==> src/rtl/ptt_pkg.sv <==
// Shared types and constants for the periodic task timer table.
// No dependencies; imported by every module of the block.
package ptt_pkg;

   localparam int TIME_W = 16;
   localparam int TASK_W = 8;
   localparam int RUNS_W = 8;
   localparam int STEP_W = 8;
   localparam int OP_W   = 2;
   localparam int STAT_W = 3;

   localparam logic [RUNS_W-1:0] RUNS_ENDLESS = 8'd255;

   // Item operation codes
   localparam logic [OP_W-1:0] OP_ADD    = 2'd0;
   localparam logic [OP_W-1:0] OP_REMOVE = 2'd1;
   localparam logic [OP_W-1:0] OP_RUN    = 2'd2;
   localparam logic [OP_W-1:0] OP_TICK   = 2'd3;

   // Result status codes
   localparam logic [STAT_W-1:0] ST_ADDED     = 3'd0;
   localparam logic [STAT_W-1:0] ST_FULL      = 3'd1;
   localparam logic [STAT_W-1:0] ST_REMOVED   = 3'd2;
   localparam logic [STAT_W-1:0] ST_FIRED     = 3'd3;
   localparam logic [STAT_W-1:0] ST_NONE_DUE  = 3'd4;
   localparam logic [STAT_W-1:0] ST_TICK_DONE = 3'd5;

   // One stored table entry (the active and wrapped marks live in flops)
   typedef struct packed {
      logic [TASK_W-1:0] task_id;
      logic [TIME_W-1:0] interval;
      logic [TIME_W-1:0] due;
      logic [RUNS_W-1:0] runs;
   } entry_type;

   // Table control from the sequencer
   typedef struct packed {
      logic we;          // write entry and its wrapped mark at the scan slot
      logic set_active;  // mark scan slot active
      logic clr_active;  // free scan slot
      logic clr_wraps;   // clear every wrapped mark
   } tbl_ctl_type;

   // Shared adder request and answer
   typedef struct packed {
      logic [TIME_W-1:0] a;
      logic [TIME_W-1:0] b;
      logic              sub;
   } alu_req_type;

   typedef struct packed {
      logic [TIME_W-1:0] sum;
      logic              carry;
   } alu_rsp_type;

endpackage

==> src/rtl/periodic_task_timer_table_top.sv <==
// Periodic task timer table: a table of TABLE_SLOTS timed tasks on a 16-bit
// microsecond clock, worked by one sequencer that walks the slots one per
// cycle, pausing to re-arm a fired entry or while a held word cannot go out,
// and shares a single 16-bit adder for every due-time, compare and clock sum.
// An item is taken only while the sequencer is idle and one item is handled
// at a time. Add stops at the first free slot; remove and run walk every
// slot, and a run re-arms each fired entry in a step of its own (the re-arm
// sum uses the adder a second time); tick is one adder sum. A run emits one
// word per fired entry in slot order; the last-word flag needs the whole
// walk, so each fired entry is held back until the next one is found or the
// walk ends. The result register frees the input side as soon as it is
// loaded. Reset clears the clock and every active mark; no clearing pass is
// needed.
// Depends on ptt_pkg, ptt_alu and ptt_table.
module periodic_task_timer_table_top #(
   parameter int TABLE_SLOTS = 8
) (
   input  logic                                   clock,
   input  logic                                   reset,
   // input item channel
   input  logic                                   req_valid,
   output logic                                   req_stall,
   input  logic [ptt_pkg::OP_W-1:0]               req_op,
   input  logic [ptt_pkg::TASK_W-1:0]             req_task_id,
   input  logic [ptt_pkg::TIME_W-1:0]             req_delay,
   input  logic [ptt_pkg::RUNS_W-1:0]             req_run_count,
   // result channel
   output logic                                   rsp_valid,
   input  logic                                   rsp_stall,
   output logic [ptt_pkg::STAT_W-1:0]             rsp_status,
   output logic [ptt_pkg::TASK_W-1:0]             rsp_out_task,
   output logic [((TABLE_SLOTS > 1) ? $clog2(TABLE_SLOTS) : 1)-1:0] rsp_slot,
   output logic [$clog2(TABLE_SLOTS+1)-1:0]       rsp_removed_count,
   output logic [ptt_pkg::TIME_W-1:0]             rsp_clock_value,
   output logic                                   rsp_last,
   // tick step register write
   input  logic                                   csr_valid,
   output logic                                   csr_ready,
   input  logic [ptt_pkg::STEP_W-1:0]             csr_tick_step
);
   import ptt_pkg::*;

   localparam int SLOT_W = (TABLE_SLOTS > 1) ? $clog2(TABLE_SLOTS) : 1;
   localparam int CNT_W  = $clog2(TABLE_SLOTS + 1);
   localparam logic [SLOT_W-1:0] LAST_IDX = SLOT_W'(TABLE_SLOTS - 1);
   localparam logic [STEP_W-1:0] STEP_RESET = 8'd5;

   typedef enum logic [6:0] {
      S_IDLE   = 7'b0000001,
      S_ADD    = 7'b0000010,
      S_REMOVE = 7'b0000100,
      S_RUN    = 7'b0001000,
      S_ARM    = 7'b0010000,
      S_TICK   = 7'b0100000,
      S_FINISH = 7'b1000000
   } state_type;

   // Sequencer state
   state_type          state_ff, state_in;
   logic [SLOT_W-1:0]  idx_ff, idx_in;
   logic [CNT_W-1:0]   cnt_ff, cnt_in;
   logic [TIME_W-1:0]  time_ff, time_in;
   logic [STEP_W-1:0]  step_ff;

   // Captured item
   logic [OP_W-1:0]    op_ff, op_in;
   logic [TASK_W-1:0]  id_ff, id_in;
   logic [TIME_W-1:0]  delay_ff, delay_in;
   logic [RUNS_W-1:0]  runs_ff, runs_in;

   // Held-back fired entry (run) or chosen slot (add)
   logic               pend_valid_ff, pend_valid_in;
   logic [TASK_W-1:0]  pend_task_ff, pend_task_in;
   logic [SLOT_W-1:0]  pend_slot_ff, pend_slot_in;

   // Result register
   logic               rsp_valid_ff, rsp_valid_in;
   logic [STAT_W-1:0]  rsp_status_ff, rsp_status_in;
   logic [TASK_W-1:0]  rsp_task_ff, rsp_task_in;
   logic [SLOT_W-1:0]  rsp_slot_ff, rsp_slot_in;
   logic [CNT_W-1:0]   rsp_cnt_ff, rsp_cnt_in;
   logic [TIME_W-1:0]  rsp_time_ff, rsp_time_in;
   logic               rsp_last_ff, rsp_last_in;
   logic               out_free;
   logic               out_load;

   // Table and adder hookup
   tbl_ctl_type        tbl_ctl;
   entry_type          wr_entry;
   logic               wr_wrapped;
   entry_type          rd_entry;
   logic               active_bit;
   logic               wrapped_bit;
   alu_req_type        alu_req;
   alu_rsp_type        alu_rsp;
   logic               at_last;
   logic               fire;

   ptt_table #(
      .SLOTS  (TABLE_SLOTS),
      .SLOT_W (SLOT_W)
   ) u_table (
      .clock       (clock),
      .reset       (reset),
      .idx         (idx_ff),
      .rd_idx      (idx_in),
      .ctl         (tbl_ctl),
      .wr_entry    (wr_entry),
      .wr_wrapped  (wr_wrapped),
      .rd_entry    (rd_entry),
      .active_bit  (active_bit),
      .wrapped_bit (wrapped_bit)
   );

   ptt_alu u_alu (
      .req (alu_req),
      .rsp (alu_rsp)
   );

   // Adder operand select: one sum per cycle
   always_comb begin
      alu_req.a   = time_ff;
      alu_req.b   = '0;
      alu_req.sub = 1'b0;
      case (state_ff)
         S_ADD:   alu_req.b = delay_ff;
         S_RUN: begin
            alu_req.b   = rd_entry.due;   // clock minus due time
            alu_req.sub = 1'b1;
         end
         S_ARM:   alu_req.b = rd_entry.interval;
         S_TICK:  alu_req.b = {{(TIME_W-STEP_W){1'b0}}, step_ff};
         default: alu_req.b = '0;
      endcase
   end

   assign out_free  = !rsp_valid_ff || !rsp_stall;
   assign at_last   = (idx_ff == LAST_IDX);
   // due: active, not wrapped, signed difference not negative
   assign fire      = active_bit && !wrapped_bit && !alu_rsp.sum[TIME_W-1];
   assign req_stall = (state_ff != S_IDLE);
   assign csr_ready = 1'b1;

   always_comb begin
      state_in      = state_ff;
      idx_in        = idx_ff;
      cnt_in        = cnt_ff;
      time_in       = time_ff;
      op_in         = op_ff;
      id_in         = id_ff;
      delay_in      = delay_ff;
      runs_in       = runs_ff;
      pend_valid_in = pend_valid_ff;
      pend_task_in  = pend_task_ff;
      pend_slot_in  = pend_slot_ff;
      tbl_ctl       = '0;
      wr_entry      = rd_entry;
      wr_wrapped    = alu_rsp.carry;
      out_load      = 1'b0;
      rsp_status_in = rsp_status_ff;
      rsp_task_in   = rsp_task_ff;
      rsp_slot_in   = rsp_slot_ff;
      rsp_cnt_in    = rsp_cnt_ff;
      rsp_time_in   = rsp_time_ff;
      rsp_last_in   = rsp_last_ff;

      case (state_ff)
         S_IDLE: begin
            if (req_valid) begin
               op_in         = req_op;
               id_in         = req_task_id;
               delay_in      = req_delay;
               runs_in       = (req_run_count == '0) ? RUNS_ENDLESS : req_run_count;
               idx_in        = '0;
               cnt_in        = '0;
               pend_valid_in = 1'b0;
               case (req_op)
                  OP_ADD:    state_in = S_ADD;
                  OP_REMOVE: state_in = S_REMOVE;
                  OP_RUN:    state_in = S_RUN;
                  OP_TICK:   state_in = S_TICK;
                  default:   state_in = S_TICK;
               endcase
            end
         end

         // first free slot takes the task
         S_ADD: begin
            if (!active_bit) begin
               tbl_ctl.we         = 1'b1;
               tbl_ctl.set_active = 1'b1;
               wr_entry.task_id   = id_ff;
               wr_entry.interval  = delay_ff;
               wr_entry.due       = alu_rsp.sum;
               wr_entry.runs      = runs_ff;
               pend_valid_in      = 1'b1;
               pend_slot_in       = idx_ff;
               state_in           = S_FINISH;
            end else if (at_last) begin
               state_in = S_FINISH;
            end else begin
               idx_in = idx_ff + 1'b1;
            end
         end

         S_REMOVE: begin
            if (active_bit && (rd_entry.task_id == id_ff)) begin
               tbl_ctl.clr_active = 1'b1;
               cnt_in             = cnt_ff + CNT_W'(1);
            end
            if (at_last) begin
               state_in = S_FINISH;
            end else begin
               idx_in = idx_ff + 1'b1;
            end
         end

         S_RUN: begin
            if (fire) begin
               // hold the walk while an earlier fired word cannot go out
               if (!pend_valid_ff || out_free) begin
                  if (pend_valid_ff) begin
                     out_load      = 1'b1;
                     rsp_status_in = ST_FIRED;
                     rsp_task_in   = pend_task_ff;
                     rsp_slot_in   = pend_slot_ff;
                     rsp_cnt_in    = '0;
                     rsp_time_in   = time_ff;
                     rsp_last_in   = 1'b0;
                  end
                  pend_valid_in = 1'b1;
                  pend_task_in  = rd_entry.task_id;
                  pend_slot_in  = idx_ff;
                  state_in      = S_ARM;
               end
            end else if (at_last) begin
               state_in = S_FINISH;
            end else begin
               idx_in = idx_ff + 1'b1;
            end
         end

         // re-arm from the clock, or free on the last run
         S_ARM: begin
            if (rd_entry.runs > 8'd1) begin
               tbl_ctl.we    = 1'b1;
               wr_entry.due  = alu_rsp.sum;
               wr_entry.runs = (rd_entry.runs == RUNS_ENDLESS) ?
                               RUNS_ENDLESS : rd_entry.runs - 8'd1;
            end else begin
               tbl_ctl.clr_active = 1'b1;
            end
            if (at_last) begin
               state_in = S_FINISH;
            end else begin
               idx_in   = idx_ff + 1'b1;
               state_in = S_RUN;
            end
         end

         S_TICK: begin
            time_in           = alu_rsp.sum;
            tbl_ctl.clr_wraps = alu_rsp.carry;
            state_in          = S_FINISH;
         end

         S_FINISH: begin
            if (out_free) begin
               out_load      = 1'b1;
               rsp_task_in   = '0;
               rsp_slot_in   = '0;
               rsp_cnt_in    = '0;
               rsp_time_in   = time_ff;
               rsp_last_in   = 1'b1;
               case (op_ff)
                  OP_ADD: begin
                     rsp_status_in = pend_valid_ff ? ST_ADDED : ST_FULL;
                     rsp_task_in   = id_ff;
                     rsp_slot_in   = pend_valid_ff ? pend_slot_ff : '0;
                  end
                  OP_REMOVE: begin
                     rsp_status_in = ST_REMOVED;
                     rsp_task_in   = id_ff;
                     rsp_cnt_in    = cnt_ff;
                  end
                  OP_RUN: begin
                     if (pend_valid_ff) begin
                        rsp_status_in = ST_FIRED;
                        rsp_task_in   = pend_task_ff;
                        rsp_slot_in   = pend_slot_ff;
                     end else begin
                        rsp_status_in = ST_NONE_DUE;
                     end
                  end
                  default: rsp_status_in = ST_TICK_DONE;
               endcase
               state_in = S_IDLE;
            end
         end

         default: state_in = S_IDLE;
      endcase

      if (out_load) begin
         rsp_valid_in = 1'b1;
      end else if (!rsp_stall) begin
         rsp_valid_in = 1'b0;
      end else begin
         rsp_valid_in = rsp_valid_ff;
      end
   end

   // Control registers
   always_ff @(posedge clock) begin
      if (reset) begin
         state_ff     <= S_IDLE;
         time_ff      <= '0;
         step_ff      <= STEP_RESET;
         rsp_valid_ff <= 1'b0;
      end else begin
         state_ff     <= state_in;
         time_ff      <= time_in;
         rsp_valid_ff <= rsp_valid_in;
         if (csr_valid && csr_ready) begin
            step_ff <= csr_tick_step;
         end
      end
   end

   // Working and payload registers
   always_ff @(posedge clock) begin
      idx_ff        <= idx_in;
      cnt_ff        <= cnt_in;
      op_ff         <= op_in;
      id_ff         <= id_in;
      delay_ff      <= delay_in;
      runs_ff       <= runs_in;
      pend_valid_ff <= pend_valid_in;
      pend_task_ff  <= pend_task_in;
      pend_slot_ff  <= pend_slot_in;
      rsp_status_ff <= rsp_status_in;
      rsp_task_ff   <= rsp_task_in;
      rsp_slot_ff   <= rsp_slot_in;
      rsp_cnt_ff    <= rsp_cnt_in;
      rsp_time_ff   <= rsp_time_in;
      rsp_last_ff   <= rsp_last_in;
   end

   assign rsp_valid         = rsp_valid_ff;
   assign rsp_status        = rsp_status_ff;
   assign rsp_out_task      = rsp_task_ff;
   assign rsp_slot          = rsp_slot_ff;
   assign rsp_removed_count = rsp_cnt_ff;
   assign rsp_clock_value   = rsp_time_ff;
   assign rsp_last          = rsp_last_ff;

endmodule

==> src/rtl/ptt_alu.sv <==
// Shared 16-bit add/subtract unit of the timer table.
// Depends on ptt_pkg.
module ptt_alu (
   input  ptt_pkg::alu_req_type req,
   output ptt_pkg::alu_rsp_type rsp
);
   import ptt_pkg::*;

   logic [TIME_W:0] wide;

   // subtract as a + ~b + 1; carry only meaningful on add
   always_comb begin
      if (req.sub) begin
         wide = {1'b0, req.a} + {1'b0, ~req.b} + {{TIME_W{1'b0}}, 1'b1};
      end else begin
         wide = {1'b0, req.a} + {1'b0, req.b};
      end
      rsp.sum   = wide[TIME_W-1:0];
      rsp.carry = wide[TIME_W];
   end

endmodule

==> src/rtl/ptt_table.sv <==
// Entry store of the timer table: entry memory with registered read,
// plus active and wrapped marks in flops. Depends on ptt_pkg.
module ptt_table #(
   parameter int SLOTS  = 8,
   parameter int SLOT_W = 3
) (
   input  logic                  clock,
   input  logic                  reset,
   input  logic [SLOT_W-1:0]     idx,
   input  logic [SLOT_W-1:0]     rd_idx,
   input  ptt_pkg::tbl_ctl_type  ctl,
   input  ptt_pkg::entry_type    wr_entry,
   input  logic                  wr_wrapped,
   output ptt_pkg::entry_type    rd_entry,
   output logic                  active_bit,
   output logic                  wrapped_bit
);
   import ptt_pkg::*;

   entry_type        mem [SLOTS];
   entry_type        rd_entry_ff;
   logic [SLOTS-1:0] active_ff;
   logic [SLOTS-1:0] active_in;
   logic [SLOTS-1:0] wrapped_ff;
   logic [SLOTS-1:0] wrapped_in;

   always_ff @(posedge clock) begin
      if (ctl.we) begin
         mem[idx] <= wr_entry;
      end
      rd_entry_ff <= mem[rd_idx];
   end

   always_comb begin
      active_in  = active_ff;
      wrapped_in = wrapped_ff;
      if (ctl.set_active) begin
         active_in[idx] = 1'b1;
      end
      if (ctl.clr_active) begin
         active_in[idx] = 1'b0;
      end
      if (ctl.clr_wraps) begin
         wrapped_in = '0;
      end
      if (ctl.we) begin
         wrapped_in[idx] = wr_wrapped;
      end
   end

   always_ff @(posedge clock) begin
      if (reset) begin
         active_ff <= '0;
      end else begin
         active_ff <= active_in;
      end
      wrapped_ff <= wrapped_in;
   end

   assign rd_entry    = rd_entry_ff;
   assign active_bit  = active_ff[idx];
   assign wrapped_bit = wrapped_ff[idx];

endmodule

==> config.mk <==
export PLATFORM = sky130hd
export DESIGN_NAME = periodic_task_timer_table_top
export DESIGN_NICKNAME = d
export VERILOG_FILES = /design/src/rtl/ptt_pkg.sv /design/src/rtl/periodic_task_timer_table_top.sv /design/src/rtl/ptt_alu.sv /design/src/rtl/ptt_table.sv
export SDC_FILE = /design/constraint.sdc
export NUM_CORES = 1
export LEC_CHECK = 0
export BUFFER_PORTS_ARGS = -buffer_cell sky130_fd_sc_hd__buf_2
export CAP_MARGIN = 25
export CORE_UTILIZATION = 45
export CTS_CLUSTER_SIZE = 40
export DETAILED_ROUTE_END_ITERATION = 6
export MAX_ROUTING_LAYER = met4
export PLACE_DENSITY_LB_ADDON = 0.2
export SETUP_SLACK_MARGIN = 0.1
export SLEW_MARGIN = 20
export SYNTH_ARGS = -nofsm -noshare
export SYNTH_HDL_FRONTEND = slang
export SYNTH_SLANG_ARGS = --single-unit
==> constraint.sdc <==
create_clock -name clock -period 8.45 [get_ports clock]
set_clock_uncertainty 0.15 [all_clocks]
set_input_delay 0.4225 -clock clock [delete_from_list [all_inputs] [get_ports clock]]
set_output_delay 0.4225 -clock clock [all_outputs]
set_load 0.01 [all_outputs]
=== Yosys cells after proc, flatten, opt, wreduce, memory -nomap -nowiden ===
Memory sizes are Yosys's and may differ from the RTL's. A register that Yosys moved wholly into a read port is not among the register bits.
Index checks and enable logic that the tools add are counted.

* Register bits: 136
* RAM bits: 384
* Memories kept: 1

{| class="wikitable"
|+ Memory list
! memory !! depth !! width !! read ports !! clocked after memory_dff !! write ports !! line !! RTL
|-
| u_table.mem || 8 || 48 || 1 || 1 || 1 || ptt_table.sv:20 || <nowiki>entry_type mem [SLOTS];</nowiki>
|}

* $add $sub $neg: 6
* Order comparisons: 3
* Eq/ne operators: 25
* Muxes and demuxes: 100
* Bitwise gates (word level): 4
* Reduce and logical (&&, ||, !) cells: 28

{| class="wikitable"
|+ Operators with widths
! kind !! count
|-
| 2-to-1 mux 8 bit || 10
|-
| 2-to-1 mux 16 bit || 4
|-
| one-hot mux 16 bit (4 select lines) || 1
|-
| 2-to-1 mux 3 bit || 18
|-
| 2-to-1 mux 7 bit || 7
|-
| one-hot mux 7 bit (7 select lines) || 1
|-
| 2-to-1 mux 24 bit || 2
|-
| 2-to-1 mux 48 bit || 1
|-
| one-hot mux 24 bit (2 select lines) || 1
|-
| adder 16 x 16 -> 17 bit || 2
|-
| one-hot mux 16 bit (2 select lines) || 1
|-
| one-hot mux 8 bit (2 select lines) || 2
|-
| 2-to-1 mux 4 bit || 7
|-
| one-hot mux 7 bit (4 select lines) || 1
|-
| 2-to-1 mux 1 bit || 26
|-
| one-hot mux 3 bit (2 select lines) || 3
|-
| adder 17 x 1 -> 17 bit, second input constant || 1
|-
| 2-to-1 mux 17 bit || 1
|-
| NOT 16 bit || 1
|-
| one-hot mux 4 bit (2 select lines) || 2
|-
| != test 2 bit, second input constant || 7
|-
| one-hot mux 3 bit (4 select lines) || 1
|-
| AND reduction 5 bit || 2
|-
| one-hot mux 3 bit (3 select lines) || 1
|-
| other kinds (41) || 63
|}

=== Logic depth before layout (Yosys ltp) ===
Gate-level depths: netlist of run 1.

* Depth after elaboration: 11
* Depth in mapped cells: 21
* Mapped depth without buffers: 16

=== Modules after synthesis ===
From an unflattened synthesis of run 1, not the netlist that was laid out.

* Cells, all modules: 1457
* Area, all modules: 24125.6 um^2

{| class="wikitable"
|+ By module, submodules not included
! module !! instances !! cells an instance !! area each (um^2)
|-
| ptt_table || 1 || 688 || 16573.4
|-
| periodic_task_timer_table_top || 1 || 539 || 5864.4
|-
| ptt_alu || 1 || 230 || 1687.9
|}

=== Least setup slack after synthesis of run 1 ===
Ideal clock, no wire load.

* Path kind: register -> register
* From: register state_ff[2]
* To: register rsp_time_ff[0], in the netlist rsp_clock_value[0] (enable)
* Arrival time: 6.046 ns
* Setup slack: 1.774 ns
* Cell stages (with the launch flop): 17
* Buffers on the path: 5
* Clock period less this slack: 6.676 ns
* Cells stage by stage: dfxtp_1 buf_2 nor2_1 and4_1 clkbuf_1 clkbuf_1 clkbuf_1 a222oi_1 ha_1 buf_2 a21oi_1 o21a_1 a211o_1 a31o_1 a21oi_1 nor2_1 a211oi_1

* Cells in the longest elaborated chain, start to end: 10

{| class="wikitable"
|+ RTL lines
! what !! line !! RTL
|-
| from (decl) || periodic_task_timer_table_top.sv:59 || <nowiki>state_type state_ff, state_in;</nowiki>
|-
| from (signal assigned) || periodic_task_timer_table_top.sv:321 || <nowiki>state_ff <= state_in;</nowiki>
|-
| == test 7 x 6 -> 1 bit, or another cell as far along || periodic_task_timer_table_top.sv:125 || <nowiki>case (state_ff)</nowiki>
|-
| one-hot mux 16 bit (4 select lines) || periodic_task_timer_table_top.sv:125 ||
|-
| NOT 16 bit || ptt_alu.sv:14 || <nowiki>wide = {1'b0, req.a} + {1'b0, ~req.b} + {{TIME_W{1'b0}}, 1'b1};</nowiki>
|-
| adder 16 x 16 -> 17 bit || ptt_alu.sv:14 ||
|-
| adder 17 x 1 -> 17 bit || ptt_alu.sv:14 ||
|-
| 2-to-1 mux 17 bit || ptt_alu.sv:13 || <nowiki>if (req.sub) begin</nowiki>
|-
| zero test 1 bit || periodic_task_timer_table_top.sv:140 || <nowiki>assign fire = active_bit && !wrapped_bit && !alu_rsp.sum[TIME_W-1];</nowiki>
|-
| logical AND 1 bit || periodic_task_timer_table_top.sv:140 ||
|-
| != test 2 bit (no source line) || -- ||
|-
| AND reduction 5 bit (no source line) * || -- ||
|-
| to (signal assigned) || periodic_task_timer_table_top.sv:345 || <nowiki>rsp_time_ff <= rsp_time_in;</nowiki>
|-
| to (decl) || periodic_task_timer_table_top.sv:82 || <nowiki>logic [TIME_W-1:0] rsp_time_ff, rsp_time_in;</nowiki>
|}

Mark *: on every way between the ends. The rest lies on a longest branch, timed or not.
A chain may end at the register's enable or synchronous reset.

=== Final worst setup path of run 1 ===
* From: register state_ff[2]
* To: register, netlist name u_table.rd_entry[32]

* Cells in the longest elaborated chain, start to end: 10

{| class="wikitable"
|+ RTL lines
! what !! line !! RTL
|-
| == test 7 x 6 -> 1 bit, or another cell as far along || periodic_task_timer_table_top.sv:125 ||
|-
| one-hot mux 16 bit (4 select lines) || periodic_task_timer_table_top.sv:125 ||
|-
| NOT 16 bit || ptt_alu.sv:14 ||
|-
| adder 16 x 16 -> 17 bit || ptt_alu.sv:14 ||
|-
| adder 17 x 1 -> 17 bit || ptt_alu.sv:14 ||
|-
| 2-to-1 mux 17 bit || ptt_alu.sv:13 ||
|-
| zero test 1 bit || periodic_task_timer_table_top.sv:140 ||
|-
| logical AND 1 bit || periodic_task_timer_table_top.sv:140 ||
|-
| 2-to-1 mux 3 bit || periodic_task_timer_table_top.sv:219 || <nowiki>if (fire) begin</nowiki>
|-
| one-hot mux 3 bit (4 select lines) * || periodic_task_timer_table_top.sv:167 || <nowiki>case (state_ff)</nowiki>
|}

Marked as above.

==> impl_results.md, run 1 <==
- Outcome: finished, violations left
- Failing checks: DRC
- 1st-iter DRT viols: 1,761
- Crit-path max FO: 106
- Post-synth EDFFs: 469
- Avg Vias per Cell: 6.13
- Worst skew pair latency: 620 ps
- Clk slew on worst S/H paths: 60 ps
- Peak supply drop: 0.157 mV
- Clock Path Buffers: 3
- Synthesized area per cell: 13.5 sq um
- Post-DRT Antenna Nets: 0
- Area post-placement: 0.0251 sq mm
- Worst Hold Launch: csr_valid
- DIE AREA: 0.0547 sq mm
- I/O pin total: 85
- CP Launch Type: flop
- CP top delay family: simple AND/OR/NAND/NOR gates
- Total GRT Usage: 23.8%
- R2R Path Start: state_ff[2]$_SDFFE_PP0P_
- Critical Path Max Stage Delay: 740 ps
- R2r endpoint: u_table.rd_entry[32]$_DFF_P_
- Die Height: 234 um
- First-pass GRT wire length: 94,800 um
- Core area: 0.0529 sq mm
- Buf/Inv on CP: 1
- Area delta synth->final: 13.6%
- Congestion Overflow GR: 0
- Inserted Clock Buffers: 58
- WP data required: 8770 ps
- Reg2Reg Depth: 15
- GP Congestion: 0.902
- H-tree levels: 2
- Critical Path AT: 6750 ps
- WS Path Type: flop to flop
- CTS root buffer: clkbuf_16
- Leak: 9.52 nW
- Vias: 15.9k
- Layout Nets: 1,949
- Slew Limit Fails: 0
- Most common cell after layout, fill and taps aside: edfxtp_1
- Vias in the first global route: 15.2k
- I/O Buffers: 83
- Chip Width: 234 um
- Drt wl/cell: 24.3 um
- Initial DRT Pass Iterations: 7
- Hold Path Cell Cnt: 3
- Final setup fails: 0
- Setup TNS: 0 ps
- CP max-delay cell: nor3b_2
- Layout Cells excl Fill: 2,601
- CP cell instances: nor3_1, nand2_1, nor3b_2, a22o_1, a221oi_1, ha_1, nand3_1, a211oi_1, o2111ai_1, nand4_1, nand3_4, buf_4, and3_1, a2111oi_0, nor4_1
- Max Cap Violations: 0
- Initial antenna violation count: 0
- TritonCTS clock tree: built
- Post-synthesis cell count: 1,794
- Detailed Place HPWL: 34,900 um
- Rows: 84
- Worst slew pin tran: 1040 ps
- Fmax: 155 MHz
- Fin crit period: 6430 ps
- Rel. slew slack: 30.4%
- Final Hold Fails: 0
- Crit share post-route: 76.1%
- RSZ-0062 raised after global routing: no
- Sequential fraction of the synthesis area: 66.4%
- Cell Pwr Density: 267 mW/mm^2
- Most frequent cells in the layout: edfxtp_1 (469), and3_1 (202), a2111oi_0 (134)
- Share of layout cells above drive strength 1: 13.9%
- Cell area after synthesis: 0.0242 sq mm
- Flop2flop setup slack: 2020 ps
- Number of synthesized register bits: 568
- N_diodes: 0
- Cells after DPL: 2,444
- Critical path capture point type: flop
- Pin count of the biggest net entering global routing: 168
- Final instance area: 0.0275 sq mm
- Netlist cell types: 83
- Synth Net Count: 1,880
- Worst hold path class: input port to flop
- Clock Sinks: 568
- Synth async-reset ratio: 0%
- Hold endpoint: step_ff[7]$_SDFFE_PP0P_
- DRT Wirelength: 63,300 um
- Initial Utilization: 45.7%
- Ys Warns: 0
- Drc violations: 5
- Post-synth top flop: edfxtp_1
sequential cells by signal, summed over array words and instances (netlist names):
| name | count |
|---|---|
| runs_ff | 8 |
| u_table.rd_entry | 48 |
| state_ff | 7 |
| delay_ff | 16 |
| idx_ff | 3 |
| op_ff | 2 |
| cnt_ff | 4 |
| rsp_valid | 1 |
| rsp_removed_count | 4 |
| rsp_last | 1 |
| u_table.wrapped_ff | 8 |
| u_table.active_ff | 8 |
| pend_valid_ff | 1 |
| rsp_clock_value | 16 |
| pend_task_ff | 8 |
| id_ff | 8 |
| u_table.mem | 384 |
| rsp_out_task | 8 |
| time_ff | 16 |
| rsp_slot | 3 |
| step_ff | 8 |
| pend_slot_ff | 3 |
| rsp_status | 3 |
layout make-up:
type / instances / area (sq um)
fillers: 4402 / 25400
flip-flops and latches: 568 / 16100
multi-input cells: 1040 / 7410
clock buffers: 72 / 1590
repair buffers: 157 / 1150
well taps: 688 / 861
clock inverters: 38 / 256
inverters: 38 / 143
worst min-delay path, delay by kind of cell:
family                 cells  cell delay, ps
buffers and inverters      1             200
muxes                      1             150
and+or+nand+nor            1              70
power breakdown:
| group | total [mW] | switching [mW] | leakage, nW | internal, mW |
|---|---|---|---|---|
| sequential | 3.67 | 0.208 | 5.08 | 3.46 |
| clock | 2.49 | 1.08 | 0.897 | 1.42 |
| combinational | 1.17 | 0.789 | 3.54 | 0.385 |
repair_timing:
action                                 CTS  global route
setup endpoints to repair                0             0
gates resized for setup                  0             0
endpoints found under the hold margin   45             0
hold buffers                            43             0
setup buffers                            0             0
worst max path at each step:
stage | from | end | slack (ps) | depth (start not counted)
global route | state_ff[2]$_SDFFE_PP0P_ | u_table.rd_entry[32]$_DFF_P_ | 1440 | 15
finish | state_ff[2]$_SDFFE_PP0P_ | u_table.rd_entry[32]$_DFF_P_ | 2020 | 15
detailed placement | state_ff[2]$_SDFFE_PP0P_ | u_table.rd_entry[32]$_DFF_P_ | 2130 | 15
floorplan | state_ff[2]$_SDFFE_PP0P_ | rsp_clock_value[0]$_DFFE_PP_ | 1770 | 16
CTS | state_ff[2]$_SDFFE_PP0P_ | u_table.rd_entry[37]$_DFF_P_ | 2080 | 16
global placement | state_ff[2]$_SDFFE_PP0P_ | u_table.rd_entry[32]$_DFF_P_ | 2180 | 15
cells by family after synthesis:
logic type / count (synthesis) / share of synthesized area, %
other: 1 / 0.0155
multiplexers: 34 / 1.64
AND/OR/NAND/NOR: 510 / 11.8
adder cells (fa/ha/maj): 39 / 2.08
XOR/XNOR: 27 / 0.978
flip-flops: 568 / 66.4
AO/OA/AOI/OAI: 429 / 13.6
buffers and inverters: 186 / 3.42
synth_stat cells (all sizes together) (53+ instances only):
master	n	area share [%]
nand2	65	1.0
nor2	77	1.2
buf	55	1.4
nor4	53	1.4
a21oi	61	1.3
edfxtp	469	58
o21ai	58	1.2
clkbuf	93	1.5
a211oi	70	2.2
a2111oi	144	5.3
and3	202	5.2
dfxtp	99	8.2
layer usage:
metal	wire, um	up-vias	share of wire (%)	track usage, %
li1	-	7270	-	-
met1	28700	8014	45	34.3
met2	28600	581	45	35.0
met3	4760	80	7.5	3.95
met4	1230	0	1.9	5.68
met5	0	-	0	-
through the flow:
stage                     setup WS [ps]  total power, mW  util, %  hold slack, ps
after floorplan                    1770             4.43        -             279
after CTS                          2080             7.34     51.8            96.8
after global placement             2180             4.83     47.5             311
final                              2020             7.34     52.0             112
after detailed placement           2130             4.85     47.5             316
after global routing               1440             7.62     52.0             128
(Power assumes the default switching activity.)
==> inputs of run 2 (changes only) <==
==> constraint.sdc (replaced) <==
create_clock -name clock -period 6.23 [get_ports clock]
set_clock_uncertainty 0.15 [all_clocks]
set_input_delay 0.3115 -clock clock [delete_from_list [all_inputs] [get_ports clock]]
set_output_delay 0.3115 -clock clock [all_outputs]
set_load 0.01 [all_outputs]
==> run 2 against run 1 <==
Net effect: the run still ends with DRC left; worst hold slack got worse by 61 ps; register-to-register slack lost 1500 ps; cell area up 0.94%; power is 36% higher; first-iteration DRC count decreased by 3.5%; global-route usage up 0.078 points.
==> impl_results.md, run 2 (same netlist as run 1, synthesis figures left out) <==
- Chip Width: 234 um (unchanged)
- Most common cell after layout, fill and taps aside: edfxtp_1
- Filler Cell Count: 4,418 (+0.36%)
- Pin count of the biggest net entering global routing: 114 (-32%)
- Vias in the first global route: 15.3k (+0.70%)
- TritonCTS clock tree: built
- WP data required: 6570 ps (-2200 ps)
- Peak supply drop: 0.243 mV (+56%)
- Critical Path AT: 6020 ps (-730 ps)
- Drt wl/cell: 24.0 um (-1.3%)
- Share of layout cells above drive strength 1: 14.6% (+0.71 points)
- Vias: 15.9k (-0.18%)
- Fin crit period: 5680 ps (-758 ps)
- Buf/Inv on CP: 2 (+1)
- GP Congestion: 0.894 (-0.96%)
- CTS resizes: 0 (unchanged)
- 1st-iter DRT viols: 1,700 (-3.5%)
- Congestion Overflow GR: 0 (unchanged)
- Crit share post-route: 91.1% (+15 points)
- Crit-path max FO: 27 (-75%)
- CP Launch Type: flop
- Core area: 0.0529 sq mm (unchanged)
- Critical path capture point type: flop
- Drc violations: 7 (+2)
- Clk slew on worst S/H paths: 60 ps (about the same)
- Initial Utilization: 45.7% (unchanged)
- CP top delay family: compound AO/OA/AOI/OAI gates
- Clock Path Buffers: 3 (unchanged)
- Cell Pwr Density: 360 mW/mm^2 (+35%)
- Failing checks: DRC
- Total GRT Usage: 23.8% (+0.078 points)
- Rows: 84 (unchanged)
- H-tree levels: 2 (unchanged)
- Initial antenna violation count: 0 (unchanged)
- DRT Wirelength: 63,000 um (-0.40%)
- Worst hold path class: input port to flop
- Post-cts hold buffer count: 52 (+21%)
- Cells after DPL: 2,462 (+0.74%)
- Worst slew pin tran: 1030 ps (-13.1 ps)
- Max reg flops: 384 (unchanged)
- Leak: 9.66 nW (+1.5%)
- CP max-delay cell: and4b_1
- Layout Nets: 1,973 (+1.2%)
- RSZ-0062 raised after global routing: no
- DIE AREA: 0.0547 sq mm (unchanged)
- Final setup fails: 0 (unchanged)
- Clock Sinks: 568 (unchanged)
- Outcome: finished, violations left
- CTS root buffer: clkbuf_16
- I/O pin total: 85 (unchanged)
- Setup TNS: 0 ps (unchanged)
- Critical Path Max Stage Delay: 780 ps (+40 ps)
- Initial DRT Pass Iterations: 7 (unchanged)
- Inserted Clock Buffers: 57 (-1.7%)
- Rel. slew slack: 30.6% (+0.20 points)
- N_diodes: 0 (unchanged)
- Postcts setup bufs: 0 (unchanged)
- Slew Limit Fails: 0 (unchanged)
- I/O Buffers: 83 (unchanged)
- First-pass GRT wire length: 94,700 um (-0.12%)
- WS Path Type: flop to flop
- Area delta synth->final: 14.7%
- Final Hold Fails: 0 (unchanged)
- Final core occ: 52.5% (+0.49 points)
- CP cell instances: nor3_1, and4b_1, a22o_1, a221oi_1, ha_1, nand3_1, a211oi_1, o2111ai_1, a31o_1, a21oi_1, o21ai_2, a22oi_4, inv_2, buf_12, a2111oi_0, nor4_1
- Avg Vias per Cell: 6.07 (-1.1%)
- Max Cap Violations: 0 (unchanged)
- Post-DRT Antenna Nets: 0 (unchanged)
- Layout Cells excl Fill: 2,624 (+0.88%)
- Die Height: 234 um (unchanged)
- Fmax: 176 MHz (+13%)
- Detailed Place HPWL: 37,300 um (+7.0%)
- Largest Register: u_table.mem
- Worst skew pair latency: 640 ps (+20 ps)
- Hold slack: 51.0 ps (-60.8 ps)
- Most frequent cells in the layout: edfxtp_1 (469), and3_1 (202), a2111oi_0 (134)
-- run 2: metal layers --
layer	track usage [%]	wire length [um]	up-vias
met5	-	0	-
met4	6.96	1380	0
met3	4.62	4700	94
met2	35.9	28700	548
met1	32.8	28300	7939
li1	-	-	7336
-- run 2: power by group --
part / switching [mW] / total [mW] / internal, mW
registers: 0.302 / 5.00 / 4.70
logic: 1.07 / 1.61 / 0.535
clock network: 1.45 / 3.39 / 1.94
-- run 2: final cells by class --
class                      count  area (sq um)  area share, %
clock inverter                28           265          0.956
timing repair buffer         182          1420           5.12
sequential                   568         16100           57.9
inverter                      38           143          0.514
multi-input combinational   1040          7400           26.7
clock buffer                  80          1580           5.71
tap                          688           861           3.10
-- run 2: path summary, 6_finish.rpt --
kind | startpoint | endpoint | slack (ps) | cells past startpoint
setup reg to reg | state_ff[0]$_SDFFE_PP1P_ | u_table.rd_entry[20]$_DFF_P_ | 550 | 16
hold / removal | req_valid | state_ff[0]$_SDFFE_PP1P_ | 50 | 4
setup / recovery | state_ff[0]$_SDFFE_PP1P_ | u_table.rd_entry[20]$_DFF_P_ | 550 | 16
hold reg to reg | u_table.rd_entry[45]$_DFF_P_ | pend_task_ff[5]$_DFFE_PP_ | 330 | 0
-- run 2: worst min-delay path: stages --
cell and delay (ps):
buf_2 110, nor2_1 70, a21oi_1 200, o21bai_1 90
-- run 2: through the flow --
stage / total power [mW] / instance area [sq um] / setup WS [ps]
after floorplan: 6.01 / 24200 / 761
after global placement: 6.58 / 25300 / 841
after detailed placement: 6.62 / 25300 / 685
after CTS: 10.0 / 27700 / 624
after global routing: 10.4 / 27700 / 152
final: 10.0 / 27700 / 554
